[src/sv/lsrg_pkg.sv]
// shared types and constants of the led strip rainbow generator
// no dependencies
`timescale 1ns / 1ps
`default_nettype none

package lsrg_pkg;

   localparam int LED_COUNT_DEF = 16;

   localparam logic [15:0] HUE_PERIOD_RST   = 16'd5000;
   localparam logic [15:0] FADE_IN_RST      = 16'd4000;
   localparam logic        BREATH_EN_RST    = 1'b0;
   localparam logic [15:0] BREATH_PERIOD_RST = 16'd2000;

   localparam logic [1:0] REG_HUE_PERIOD    = 2'd0;
   localparam logic [1:0] REG_FADE_IN       = 2'd1;
   localparam logic [1:0] REG_BREATH_EN     = 2'd2;
   localparam logic [1:0] REG_BREATH_PERIOD = 2'd3;

   localparam logic [16:0] ONE_Q16 = 17'd65536;

   localparam int SIN_K1    = 102944;
   localparam int SIN_K2    = 42177;
   localparam int SIN_K3    = 4770;
   localparam int BR_BASE   = 6554;
   localparam int BR_GAIN   = 58982;

   typedef struct packed {
      logic [15:0] hue_period;
      logic [15:0] fade_in;
      logic        breath_en;
      logic [15:0] breath_period;
   } cfg_type;

   typedef struct packed {
      logic [15:0] hue;
      logic [16:0] fade;
      logic [16:0] breath;
   } entry_type;

endpackage

`default_nettype wire

[src/sv/lsrg_fifo.sv]
// two-entry queue of per-tick parameters between front and back end
// depends on lsrg_pkg
`timescale 1ns / 1ps
`default_nettype none

module lsrg_fifo (
   input  logic                clock,
   input  logic                reset,
   input  logic                push,
   input  lsrg_pkg::entry_type push_data,
   output logic                full,
   input  logic                pop,
   output lsrg_pkg::entry_type pop_data,
   output logic                empty
);

   import lsrg_pkg::*;

   entry_type  slot_ff [2];
   logic [1:0] count_ff;
   logic       wr_ptr_ff;
   logic       rd_ptr_ff;

   always_ff @(posedge clock) begin
      if (reset) begin
         count_ff  <= '0;
         wr_ptr_ff <= 1'b0;
         rd_ptr_ff <= 1'b0;
      end else begin
         if (push) begin
            wr_ptr_ff <= !wr_ptr_ff;
         end
         if (pop) begin
            rd_ptr_ff <= !rd_ptr_ff;
         end
         if (push && !pop) begin
            count_ff <= count_ff + 2'd1;
         end else if (pop && !push) begin
            count_ff <= count_ff - 2'd1;
         end
      end
   end

   always_ff @(posedge clock) begin
      if (push) begin
         slot_ff[wr_ptr_ff] <= push_data;
      end
   end

   assign full     = count_ff == 2'd2;
   assign empty    = count_ff == 2'd0;
   assign pop_data = slot_ff[rd_ptr_ff];

endmodule

`default_nettype wire

[config.mk]
export PLATFORM = sky130hd
export DESIGN_NAME = lsrg_fifo
export DESIGN_NICKNAME = d
export VERILOG_FILES = /design/src/sv/lsrg_pkg.sv /design/src/sv/lsrg_fifo.sv
export SDC_FILE = /design/constraint.sdc
export NUM_CORES = 1
export LEC_CHECK = 0
export BUFFER_PORTS_ARGS = -buffer_cell sky130_fd_sc_hd__buf_4
export CAP_MARGIN = 20
export CORE_MARGIN = 2
export CORE_UTILIZATION = 47
export CTS_CLUSTER_DIAMETER = 80
export DETAILED_ROUTE_END_ITERATION = 12
export PLACE_DENSITY = 0.73
export SYNTH_ARGS = -nofsm -noshare
export SYNTH_HDL_FRONTEND = slang
export SYNTH_SLANG_ARGS = --single-unit
[constraint.sdc]
create_clock -name clock -period 6.1 [get_ports clock]
set_input_delay 1.22 -clock clock [delete_from_list [all_inputs] [get_ports clock]]
set_output_delay 1.22 -clock clock [all_outputs]
set_load 0.005 [all_outputs]
==> results.py <==
metrics = {
    "layout": {
        "multi_input_area_sq_um": 675.6,
        "final_util": 0.6319,
        "diodes": 0,
        "area_delta_synth_final_pct": 29.05,
        "drive_gt1_frac": 0.5777,
        "register_area_sq_um": 3104,
        "fill_cells": 582,
        "nNetsFinal": 346,
    },
    "route": {
        "final_antenna_net_count": 0,
        "vias": 1911,
        "vias_per_cell": 4.802,
        "drt_iter0_drc": 85,
        "drc": 0,
        "wl_per_cell_um": 15.77,
        "drt-pass1-iter-count": 4,
        "wl_um": 6277,
    },
    "synthesis": {
        "ys.flop_type": "edfxtp_1",
        "ys_warn_count": 0,
        "netlist_instances": 178,
        "synth_area_sq_um": 3804,
        "synth.most_common_cell": "edfxtp_1",
        "synthTopCellsByCount": "edfxtp_1, mux2_2, buf_2, dfxtp_1, nor2_1",
        "ys_async_sr_fraction": 0,
        "synth_edf_count": 100,
        "ys_top_cells_by_area": "edfxtp_1, mux2_2, dfxtp_1",
        "ys_types": 16,
        "syn_area_per_cell_sq_um": 21.37,
        "ys_seq_area_frac": 0.8158,
        "syn_nets": 233,
        "ys_ff_latch": 105,
        "synth_top_area_cell": "edfxtp_1",
        "synth_top_area_share": 0.7895,
    },
    "pwr": {
        "p_leak_nw": 1.838,
        "power.density_nw_per_um2": 292.0,
        "vdd_drop_max_mv": 0.1494,
    },
    "setup_path": {
        "cp_cell_sequence": "buf_4, mux2_2, buf_4",
        "critPathLaunchType": "flop",
        "arrival_ns": 1.99,
        "cp-end-kind": "output port",
        "cpLargestDelayFamily": "flip-flops",
        "path_common_cell": "buf_4",
        "critPathMaxStageDelay_ns": 0.63,
        "crit_cells": 3,
        "slowest_stage": "dfxtp_2",
        "crit_buf_inv": 2,
        "reg2reg_depth": 2,
        "path_max_fanout": 31,
        "crit_required_ns": 4.88,
        "path_class": "flop to output port",
    },
    "grt": {
        "grt.met1_usage": 0.1775,
        "grt_util_all_layers": 0.1500,
        "grt.busiest_layer": "met2",
        "grt.met3_usage": 0.02970,
        "grt_pass1_wl_um": 9680,
        "met2_usage": 0.2583,
        "grt_pass1_vias": 1997,
        "grt_max_degree": 35,
        "grt_antenna_before_repair": 0,
        "grt_overflow": 0,
    },
    "cts": {
        "htree_levels": 3,
        "cts_tree": "done",
        "post_cts_buffers": 0,
        "cts.sinks": 105,
        "clock_latency_ns": 0.35,
        "clockBufferDepth": 2,
        "clock-root-buffer": "clkbuf_8",
        "cts_resized": 0,
        "cts_made_buffers": 9,
        "holdBufCountCts": 0,
        "cts.clk_slew.worst_paths_ns": 0.08,
    },
    "sta": {
        "holdWs_ns": 0.5146,
        "setup_violations": 0,
        "finalMaxSlewViolations": 0,
        "final.setup.tns_ns": 0,
        "worst_pin_slew_ns": 0.4919,
        "period_needed_ns": 3.210,
        "rsz0062_at_grt": "no",
        "finalCritPeriodShare": 0.5262,
        "setup_ws_ns": 2.890,
        "hold_violations": 0,
        "relSlewSlack": 0.6714,
        "fmax_mhz": 311.6,
        "skew_ns": 0.009914,
    },
    "place": {
        "hpwl_um": 4256,
        "gp_congestion": 0.6832,
        "io_buffers": 105,
        "dp_slack_ns": 3.212,
    },
    "floorplan": {
        "core_area_sq_um": 7767,
        "start_util": 0.4897,
        "dieArea_sq_um": 8828,
        "die_w_um": 93.96,
        "fp.dieH_um": 93.96,
        "io_pins": 106,
        "num_rows": 32,
    },
    "hold_path": {
        "min_path_type": "flop to flop",
        "hold_depth": 2,
    },
    "status": {
        "status": "finished, final reports clean",
    },
    "flow_run": {
        "max_cap_violations": 0,
    },
}
-- report_power, final --
group / leakage (nW) / internal [W] / switching [W]
Sequential: 0.980 / 0.000839 / 0.0000165
Clock: 0.0913 / 0.000187 / 0.000212
Combinational: 0.766 / 0.000109 / 0.0000707
-- through the flow --
stage	area, sq um	total power (W)	instances
after floorplan	3804	0.0009491	178
after global placement	4722	0.001052	382
after detailed placement	4722	0.001056	382
after CTS	4908	0.001454	398
after global routing	4908	0.001498	398
final	4908	0.001433	398
-- cell families after synthesis --
family | Yosys count | share of synthesized area
AND/OR/NAND/NOR | 9 | 0.01218
XOR/XNOR | 4 | 0.009212
adder cells (fa/ha/maj) | 1 | 0.003289
buffers and inverters | 7 | 0.008881
AO/OA/AOI/OAI | 2 | 0.002629
multiplexers | 50 | 0.1480
flip-flops | 105 | 0.8158
-- cell usage in the layout, fill, tap and decap left out, types with 2 or more instances in the layout --
| master | count |
|---|---|
| edfxtp_1 | 100 |
| mux2_1 | 4 |
| xor2_1 | 2 |
| clkbuf_8 | 9 |
| clkinv_1 | 2 |
| mux2_2 | 46 |
| buf_4 | 108 |
| xnor2_1 | 2 |
| nor2_1 | 5 |
| dfxtp_1 | 4 |
-- final timing paths --
| kind | from | endpoint | slack (ns) |
|---|---|---|---|
| setup / recovery | flop | pop_data[13] | 2.89 |
| hold reg to reg | rd_ptr_ff | flop | 0.51 |
| hold / removal | rd_ptr_ff | flop | 0.51 |
| setup reg to reg | wr_ptr_ff | slot_ff[1][5] | 4.37 |
-- state kept, by name, summed over array words and instances (netlist names), named ones only --
name       cells
slot_ff      100
count_ff       2
rd_ptr_ff      1
wr_ptr_ff      1
-- per-layer routing --
layer / share of wire / wire length (um) / up-vias
met4: 0.021 / 131 / 0
met2: 0.53 / 3305 / 61
met5: 0 / 0 / -
li1: - / - / 915
met3: 0.053 / 332 / 9
met1: 0.40 / 2508 / 926
-- layout make-up --
| type | count | area share |
|---|---|---|
| Sequential cell | 105 | 0.6324 |
| Timing Repair Buffer | 108 | 0.1652 |
| Multi-Input combinational cell | 66 | 0.1376 |
| Clock buffer | 10 | 0.02600 |
| Tap cell | 102 | 0.02600 |
| Clock inverter | 6 | 0.01198 |
| Inverter | 1 | 0.0007647 |
-- tightest hold or removal path, stage by stage, from the launching register on --
cell     delay (ns)
dfxtp_1        0.33
xnor2_1        0.08
nor2_1         0.07
Power figures use the tool's default switching activity.
