`config.mk`:
```
export PLATFORM = sky130hd
export DESIGN_NAME = lsrg_front
export DESIGN_NICKNAME = d
export VERILOG_FILES = /design/src/sv/lsrg_pkg.sv /design/src/sv/lsrg_div.sv /design/src/sv/lsrg_front.sv
export SDC_FILE = /design/constraint.sdc
export NUM_CORES = 2
export LEC_CHECK = 0
export BUFFER_PORTS_ARGS = -buffer_cell sky130_fd_sc_hd__buf_2
export CAP_MARGIN = 20
export CORE_UTILIZATION = 45
export CTS_CLUSTER_DIAMETER = 120
export DETAILED_ROUTE_END_ITERATION = 6
export SYNTH_ARGS = -nofsm -noshare
export SYNTH_HDL_FRONTEND = slang
export SYNTH_HIERARCHICAL = 1
export SYNTH_SLANG_ARGS = --single-unit
```
`constraint.sdc`:
```
create_clock -name clock -period 10.85 [get_ports clock]
set_input_delay 0.5425 -clock clock [delete_from_list [all_inputs] [get_ports clock]]
set_output_delay 0.5425 -clock clock [all_outputs]
set_load 0.01 [all_outputs]
```
`src/sv/lsrg_pkg.sv`:
```
// shared types and constants of the led strip rainbow generator
// no dependencies
`timescale 1ns / 1ps
`default_nettype none

package lsrg_pkg;

   localparam int LED_COUNT_DEF = 16;

   localparam logic [15:0] HUE_PERIOD_RST   = 16'd5000;
   localparam logic [15:0] FADE_IN_RST      = 16'd4000;
   localparam logic        BREATH_EN_RST    = 1'b0;
   localparam logic [15:0] BREATH_PERIOD_RST = 16'd2000;

   localparam logic [1:0] REG_HUE_PERIOD    = 2'd0;
   localparam logic [1:0] REG_FADE_IN       = 2'd1;
   localparam logic [1:0] REG_BREATH_EN     = 2'd2;
   localparam logic [1:0] REG_BREATH_PERIOD = 2'd3;

   localparam logic [16:0] ONE_Q16 = 17'd65536;

   localparam int SIN_K1    = 102944;
   localparam int SIN_K2    = 42177;
   localparam int SIN_K3    = 4770;
   localparam int BR_BASE   = 6554;
   localparam int BR_GAIN   = 58982;

   typedef struct packed {
      logic [15:0] hue_period;
      logic [15:0] fade_in;
      logic        breath_en;
      logic [15:0] breath_period;
   } cfg_type;

   typedef struct packed {
      logic [15:0] hue;
      logic [16:0] fade;
      logic [16:0] breath;
   } entry_type;

endpackage

`default_nettype wire

```
`src/sv/lsrg_div.sv`:
```
// shared restoring divider, one quotient bit per cycle
// no package dependency
`timescale 1ns / 1ps
`default_nettype none

module lsrg_div (
   input  logic        clock,
   input  logic        reset,
   input  logic        start,
   input  logic [15:0] rem_init,
   input  logic [15:0] dvd,
   input  logic [15:0] den,
   output logic        done,
   output logic [15:0] quot,
   output logic [15:0] rem
);

   logic        busy_ff;
   logic        done_ff;
   logic [3:0]  cnt_ff;
   logic [15:0] rem_ff;
   logic [15:0] quo_ff;
   logic [15:0] den_ff;
   logic [16:0] shifted;
   logic        ge;
   logic [15:0] rem_in;

   always_comb begin
      shifted = {rem_ff, quo_ff[15]};
      ge      = shifted >= {1'b0, den_ff};
      rem_in  = ge ? 16'(shifted - {1'b0, den_ff}) : shifted[15:0];
   end

   always_ff @(posedge clock) begin
      if (reset) begin
         busy_ff <= 1'b0;
         done_ff <= 1'b0;
         cnt_ff  <= '0;
      end else begin
         done_ff <= 1'b0;
         if (start) begin
            busy_ff <= 1'b1;
            cnt_ff  <= '0;
         end else if (busy_ff) begin
            cnt_ff <= cnt_ff + 4'd1;
            if (cnt_ff == 4'd15) begin
               busy_ff <= 1'b0;
               done_ff <= 1'b1;
            end
         end
      end
   end

   always_ff @(posedge clock) begin
      if (start) begin
         rem_ff <= rem_init;
         quo_ff <= dvd;
         den_ff <= den;
      end else if (busy_ff) begin
         rem_ff <= rem_in;
         quo_ff <= {quo_ff[14:0], ge};
      end
   end

   assign done = done_ff;
   assign quot = quo_ff;
   assign rem  = rem_ff;

endmodule

`default_nettype wire

```
`src/sv/lsrg_front.sv`:
```
// per-tick front end: timing state, hue phase, fade and breathing factors
// depends on lsrg_pkg and lsrg_div
`timescale 1ns / 1ps
`default_nettype none

module lsrg_front (
   input  logic                clock,
   input  logic                reset,
   input  lsrg_pkg::cfg_type   cfg,
   input  logic                req_valid,
   output logic                req_ready,
   input  logic [31:0]         req_now_ms,
   output logic                push,
   output lsrg_pkg::entry_type push_data,
   input  logic                q_full
);

   import lsrg_pkg::*;

   localparam logic [3:0] F_IDLE  = 4'd0;
   localparam logic [3:0] F_HUE   = 4'd1;
   localparam logic [3:0] F_HWAIT = 4'd2;
   localparam logic [3:0] F_RAMP  = 4'd3;
   localparam logic [3:0] F_RWAIT = 4'd4;
   localparam logic [3:0] F_SQRT  = 4'd5;
   localparam logic [3:0] F_BMOD  = 4'd6;
   localparam logic [3:0] F_MWAIT = 4'd7;
   localparam logic [3:0] F_PWAIT = 4'd8;
   localparam logic [3:0] F_SIN1  = 4'd9;
   localparam logic [3:0] F_SIN2  = 4'd10;
   localparam logic [3:0] F_SIN3  = 4'd11;
   localparam logic [3:0] F_SIN4  = 4'd12;
   localparam logic [3:0] F_SIN5  = 4'd13;
   localparam logic [3:0] F_PUSH  = 4'd14;

   localparam logic [4:0] SQRT_LAST = 5'd16;

   function automatic logic [16:0] sine_arg(input logic [15:0] p);
      logic [14:0] t;
      t = p[14] ? 15'(15'd16384 - {1'b0, p[13:0]}) : {1'b0, p[13:0]};
      return {t, 2'b00};
   endfunction

   logic [3:0]  state_ff;
   logic [31:0] cycle_start_ff;
   logic [31:0] fade_start_ff;
   logic [15:0] el_ff;
   logic [15:0] d_ff;
   logic        rfull_ff;
   logic [15:0] h_ff;
   logic [16:0] fade_ff;
   logic [16:0] breath_ff;
   logic [4:0]  cnt_ff;
   logic [32:0] sq_v_ff;
   logic [32:0] sq_bit_ff;
   logic [33:0] sq_res_ff;
   logic [16:0] tt_ff;
   logic        neg_ff;
   logic [16:0] t2_ff;
   logic [15:0] inner_ff;
   logic [16:0] poly_ff;
   logic [17:0] sv_ff;

   logic [31:0] elapsed;
   logic        restart;
   logic [31:0] fs;
   logic [31:0] dlt;
   logic        rfull;

   logic        div_start;
   logic [15:0] div_rem_init;
   logic [15:0] div_dvd;
   logic [15:0] div_den;
   logic        div_done;
   logic [15:0] div_quot;
   logic [15:0] div_rem;

   logic [33:0] sq_trial;
   logic        sq_ge;
   logic [32:0] sq_v_in;
   logic [33:0] sq_res_in;

   logic [33:0] sin_sq;
   logic [29:0] sin_a;
   logic [32:0] sin_b;
   logic [33:0] sin_c;
   logic [17:0] smag;
   logic [33:0] sin_d;
   logic [16:0] t2_in;
   logic [15:0] inner_in;
   logic [16:0] poly_in;
   logic [17:0] sv_in;
   logic [16:0] breath_in;

   assign elapsed = req_now_ms - cycle_start_ff;
   assign restart = elapsed >= 32'(cfg.hue_period);
   assign fs      = (fade_start_ff == '0) ? req_now_ms : fade_start_ff;
   assign dlt     = req_now_ms - fs;
   assign rfull   = !(dlt < 32'(cfg.fade_in));

   always_comb begin
      div_start    = 1'b0;
      div_rem_init = '0;
      div_dvd      = '0;
      div_den      = '0;
      case (state_ff)
         F_HUE: begin
            div_start    = cfg.hue_period != '0;
            div_rem_init = el_ff;
            div_den      = cfg.hue_period;
         end
         F_RAMP: begin
            div_start    = !rfull_ff;
            div_rem_init = d_ff;
            div_den      = cfg.fade_in;
         end
         F_BMOD: begin
            div_start = cfg.breath_en && (cfg.breath_period != '0);
            div_dvd   = el_ff;
            div_den   = cfg.breath_period;
         end
         F_MWAIT: begin
            div_start    = div_done;
            div_rem_init = div_rem;
            div_den      = cfg.breath_period;
         end
         default: begin
            div_start = 1'b0;
         end
      endcase
   end

   lsrg_div u_div (
      .clock    (clock),
      .reset    (reset),
      .start    (div_start),
      .rem_init (div_rem_init),
      .dvd      (div_dvd),
      .den      (div_den),
      .done     (div_done),
      .quot     (div_quot),
      .rem      (div_rem)
   );

   always_comb begin
      sq_trial  = sq_res_ff + 34'(sq_bit_ff);
      sq_ge     = 34'(sq_v_ff) >= sq_trial;
      sq_v_in   = sq_ge ? 33'(34'(sq_v_ff) - sq_trial) : sq_v_ff;
      sq_res_in = sq_ge ? (sq_res_ff >> 1) + 34'(sq_bit_ff) : (sq_res_ff >> 1);
   end

   always_comb begin
      sin_sq    = 34'(tt_ff) * 34'(tt_ff);
      t2_in     = sin_sq[32:16];
      sin_a     = 30'(t2_ff) * 30'(SIN_K3);
      inner_in  = 16'(32'(SIN_K2) - 32'(sin_a[29:16]));
      sin_b     = 33'(t2_ff) * 33'(inner_ff);
      poly_in   = 17'(32'(SIN_K1) - 32'(sin_b[32:16]));
      sin_c     = 34'(tt_ff) * 34'(poly_ff);
      smag      = (sin_c[33:16] > 18'(ONE_Q16)) ? 18'(ONE_Q16) : sin_c[33:16];
      sv_in     = neg_ff ? 18'(ONE_Q16) - smag : 18'(ONE_Q16) + smag;
      sin_d     = 34'(BR_GAIN) * 34'(sv_ff);
      breath_in = 17'(BR_BASE) + sin_d[33:17];
   end

   always_ff @(posedge clock) begin
      if (reset) begin
         state_ff       <= F_IDLE;
         cycle_start_ff <= '0;
         fade_start_ff  <= '0;
         cnt_ff         <= '0;
      end else begin
         case (state_ff)
            F_IDLE: begin
               if (req_valid) begin
                  if (restart) begin
                     cycle_start_ff <= req_now_ms;
                  end
                  if (fade_start_ff == '0) begin
                     fade_start_ff <= req_now_ms;
                  end
                  el_ff    <= restart ? '0 : elapsed[15:0];
                  d_ff     <= dlt[15:0];
                  rfull_ff <= rfull;
                  state_ff <= F_HUE;
               end
            end
            F_HUE: begin
               if (cfg.hue_period == '0) begin
                  h_ff     <= '0;
                  state_ff <= F_RAMP;
               end else begin
                  state_ff <= F_HWAIT;
               end
            end
            F_HWAIT: begin
               if (div_done) begin
                  h_ff     <= div_quot;
                  state_ff <= F_RAMP;
               end
            end
            F_RAMP: begin
               if (rfull_ff) begin
                  sq_v_ff   <= {1'b1, 32'd0};
                  sq_res_ff <= '0;
                  sq_bit_ff <= {1'b1, 32'd0};
                  cnt_ff    <= '0;
                  state_ff  <= F_SQRT;
               end else begin
                  state_ff <= F_RWAIT;
               end
            end
            F_RWAIT: begin
               if (div_done) begin
                  sq_v_ff   <= {1'b0, div_quot, 16'd0};
                  sq_res_ff <= '0;
                  sq_bit_ff <= {1'b1, 32'd0};
                  cnt_ff    <= '0;
                  state_ff  <= F_SQRT;
               end
            end
            F_SQRT: begin
               sq_v_ff   <= sq_v_in;
               sq_res_ff <= sq_res_in;
               sq_bit_ff <= sq_bit_ff >> 2;
               cnt_ff    <= cnt_ff + 5'd1;
               if (cnt_ff == SQRT_LAST) begin
                  fade_ff  <= sq_res_in[16:0];
                  state_ff <= F_BMOD;
               end
            end
            F_BMOD: begin
               if (!cfg.breath_en) begin
                  breath_ff <= ONE_Q16;
                  state_ff  <= F_PUSH;
               end else if (cfg.breath_period == '0) begin
                  tt_ff    <= '0;
                  neg_ff   <= 1'b0;
                  state_ff <= F_SIN1;
               end else begin
                  state_ff <= F_MWAIT;
               end
            end
            F_MWAIT: begin
               if (div_done) begin
                  state_ff <= F_PWAIT;
               end
            end
            F_PWAIT: begin
               if (div_done) begin
                  tt_ff    <= sine_arg(div_quot);
                  neg_ff   <= div_quot[15];
                  state_ff <= F_SIN1;
               end
            end
            F_SIN1: begin
               t2_ff    <= t2_in;
               state_ff <= F_SIN2;
            end
            F_SIN2: begin
               inner_ff <= inner_in;
               state_ff <= F_SIN3;
            end
            F_SIN3: begin
               poly_ff  <= poly_in;
               state_ff <= F_SIN4;
            end
            F_SIN4: begin
               sv_ff    <= sv_in;
               state_ff <= F_SIN5;
            end
            F_SIN5: begin
               breath_ff <= breath_in;
               state_ff  <= F_PUSH;
            end
            F_PUSH: begin
               if (!q_full) begin
                  state_ff <= F_IDLE;
               end
            end
            default: begin
               state_ff <= F_IDLE;
            end
         endcase
      end
   end

   assign req_ready        = state_ff == F_IDLE;
   assign push             = (state_ff == F_PUSH) && !q_full;
   assign push_data.hue    = h_ff;
   assign push_data.fade   = fade_ff;
   assign push_data.breath = breath_ff;

endmodule

`default_nettype wire

```
==> run_results.csv <==
group,metric,value,unit
die,io_pins,137,
clock_tree,cts_hold_buf,0,
run_status,status,"complete, no violations",
detailed_routing,vias_per_cell,5.38,
worst_hold_path,hold_class,"in -> reg",
setup_path,cp_slowest_stage_delay,0.84,ns
clock_tree,cts_max_level,2,
pwr,switching_share,45.4,%
setup_path,cp_data_arrival_time,10.02,ns
logic_synthesis,syn_area,55300,um^2
timing,tightest_slew,1.06,ns
timing,final-max-slew-violation-count,0,
clock_tree,clock_path_buffers,3,
die,fp.dieW,353,um
layout,drive_above_1_share,6.19,%
pwr,p_leak,28.1,nW
die,core,122000,um^2
logic_synthesis,ys_seq_area_share,19.1,%
clock_tree,cts-buffers-inserted,50,
layout,ff_latch_area,10600,um^2
die,die_y,353,um
global_routing,grtUsageTotal,22.3,%
timing,setup_violations,0,
logic_synthesis,synthDistinctLibCells,97,
setup_path,crit_required,11.33,ns
detailed_routing,drt-initial-drc-count,2364,
layout,syn2layout_area_growth,7.47,%
detailed_routing,vias,41100,
place,port_buffers,136,
setup_path,crit_path_max_fanout,16,
global_routing,grt_antenna_before_repair,2,
pwr,p_per_area,165,nW/um^2
global_routing,grt_overflow,0,
place,post-place-ws,1.10,ns
layout,multi_input_area,40300,um^2
clock_tree,worst_skew_pair.late_latency,0.65,ns
logic_synthesis,synth_seq_cells,378,
clock_tree,cts_sinks,378,
detailed_routing,first_pass_iters,7,
pwr,net-switching-power,4.44,mW
layout,fin_area,59500,um^2
place,place_area,57700,um^2
layout,nets,7427,
run,cap_violations,0,
logic_synthesis,synth_cells,5921,
setup_path,path_class,"reg -> reg",
clock_tree,post_cts_buffers,0,
detailed_routing,avgRoutedWirePerCell,18.0,um
pwr,seqPwrFrac,23.5,%
pwr,ir_worst_vdd,0.000427,V
detailed_routing,wl,137000,um
pwr,power.share.clock,17.5,%
logic_synthesis,synth-edff-count,299,
clock_tree,clkTransAtPathRegs,0.06,ns
place,dp_hpwl,110000,um
place,gp_congestion,0.881,
die,rows,128,
timing,timing.final.crit_share,87.9,%
clock_tree,cts-root-buf,"clkbuf_16",
detailed_routing,drc_errors,0,
pwr,combPwrFrac,58.9,%
logic_synthesis,syn-num-nets,7385,
logic_synthesis,synthArstFlopShare,0,%
timing,rsz0062_at_grt,"no",
timing,fin_ws,1.31,ns
global_routing,grt_pass1_vias,42200,
clock_tree,ctsResizeCount,0,
timing,tns,0,ns
global_routing,grt_pass1_wl,224000,um
clock_tree,cts_tree,"yes",
setup_path,worstSetupEndpointType,"register",
global_routing,grt_max_degree,70,
die,die-area,124000,um^2
timing,clock.fmax,0.105,GHz
setup_path,slowest_stage,"edfxtp_1",
logic_synthesis,syn_avg_cell_area,9.34,um^2
logic_synthesis,ys_warn_count,6,
timing,fin_worst_skew,0.0519,ns
layout,fillers,11500,
timing,maxSlewHeadroom,28.8,%
pwr,intPower,5.35,mW
timing,period_needed,9.54,ns
die,initial_core_util,45.4,%
setup_path,cp-start-kind,"register",
detailed_routing,antenna_left,0,
timing,hold_viol,0,
logic_synthesis,yosys_most_used_dff,"edfxtp_1",
[metrics by stage]
| stage | util, % | power, mW | instances | hold WS [ns] |
|---|---|---|---|---|
| after global routing | 48.8 | 10.6 | 7630 | 0.208 |
| after detailed placement | 47.4 | 8.04 | 7534 | 0.465 |
| after floorplan | - | 6.57 | 5921 | 0.449 |
| after CTS | 48.7 | 9.81 | 7628 | 0.180 |
| after global placement | 47.4 | 7.97 | 7534 | 0.459 |
| final | 48.8 | 9.79 | 7631 | 0.218 |
[critical path: cells and delay by family, from the launching register on]
| kind | cells | cell delay [ns] |
|---|---|---|
| AOI/OAI and AO/OA | 8 | 2.01 |
| adders and majority gates | 8 | 3.77 |
| buffers and inverters | 6 | 0.32 |
| DFF | 1 | 0.84 |
| and+or+nand+nor | 9 | 2.50 |
[cell usage after synthesis, drive strengths merged, types with 102 or more instances]
cell	count	share of area, %
a21o	107	1.5
a21oi	237	2.2
and2	332	3.8
clkbuf	187	1.3
edfxtp	299	16
fa	672	24
ha	707	16
inv	988	6.7
nand2	563	3.8
nand2b	102	1.2
nor2	265	1.8
o21ai	172	1.6
xnor2	160	2.5
xor2	120	1.9
[sequential cells by signal, indices dropped and copies added (netlist names), 17 cells and up]
name and cells:
fade_ff 17, t2_ff 17, sq_bit_ff 17, fade_start_ff 32
sv_ff 18, poly_ff 17, breath_ff 17, cycle_start_ff 32
sq_res_ff 34, sq_v_ff 33
[final timing paths]
check | slack, ns | cells past startpoint | to | from
setup / recovery | 1.31 | 31 | sv_ff[16] | tt_ff[7]
hold / removal | 0.22 | 3 | cycle_start_ff[4] | req_now_ms[4]
setup reg to reg | 1.31 | 31 | sv_ff[16] | tt_ff[7]
hold reg to reg | 0.47 | 2 | cycle_start_ff[10] | cycle_start_ff[10]
[per-layer routing]
layer	GRT usage (%)	vias to the layer above	share of wire, %
met5	0	-	0.020
met4	6.84	4	3.1
met3	2.37	190	4.1
met2	39.7	834	50
met1	28.4	20200	43
li1	-	19800	-
[cell families after synthesis]
kind of cell	share of synthesized area, %
AND/OR/NAND/NOR	15.4
adder cells (fa/ha/maj)	40.3
buffers and inverters	8.20
AO/OA/AOI/OAI	11.3
flip-flops	19.1
XOR/XNOR	4.43
multiplexers	1.23
[power by group through the flow]
stage / Combinational (mW) / Sequential (mW) / Clock [mW]
5_1_grt: 6.48 / 2.34 / 1.81
3_5_place_dp: 5.71 / 2.33 / 0
2_1_floorplan: 4.39 / 2.19 / 0
3_3_place_gp: 5.65 / 2.32 / 0
4_1_cts: 5.75 / 2.30 / 1.77
6_report: 5.77 / 2.30 / 1.72
[placed cells by master (no fill, tap or decap), drive strengths merged, types with 17 or more instances in the layout]
cell type,instances
a21o,107
nor2,265
edfxtp,299
xor2,120
a31oi,65
nor4,42
a211oi,35
or3,25
a31o,19
buf,194
clkbuf,68
nand2b,102
a222oi,32
o21ai,172
and3,55
inv,990
nand2,563
dfxtp,79
ha,707
mux2i,43
fa,672
nor2b,50
o21bai,28
nand3b,18
nand4,46
nor3,79
and2,332
o21a,35
mux2,22
xnor2,160
nor3b,17
a21oi,237
o31ai,34
clkinv,17
nand3,50
or2,19
[layout make-up]
class | count | area share, %
multi-input combinational | 4350 | 67.8
sequential | 378 | 17.8
inverter | 989 | 6.24
tap | 1625 | 3.42
clock buffer | 68 | 2.29
timing repair buffer | 194 | 1.92
clock inverter | 26 | 0.539
antenna | 1 | 0.00421
Power figures use the tool's default switching activity.
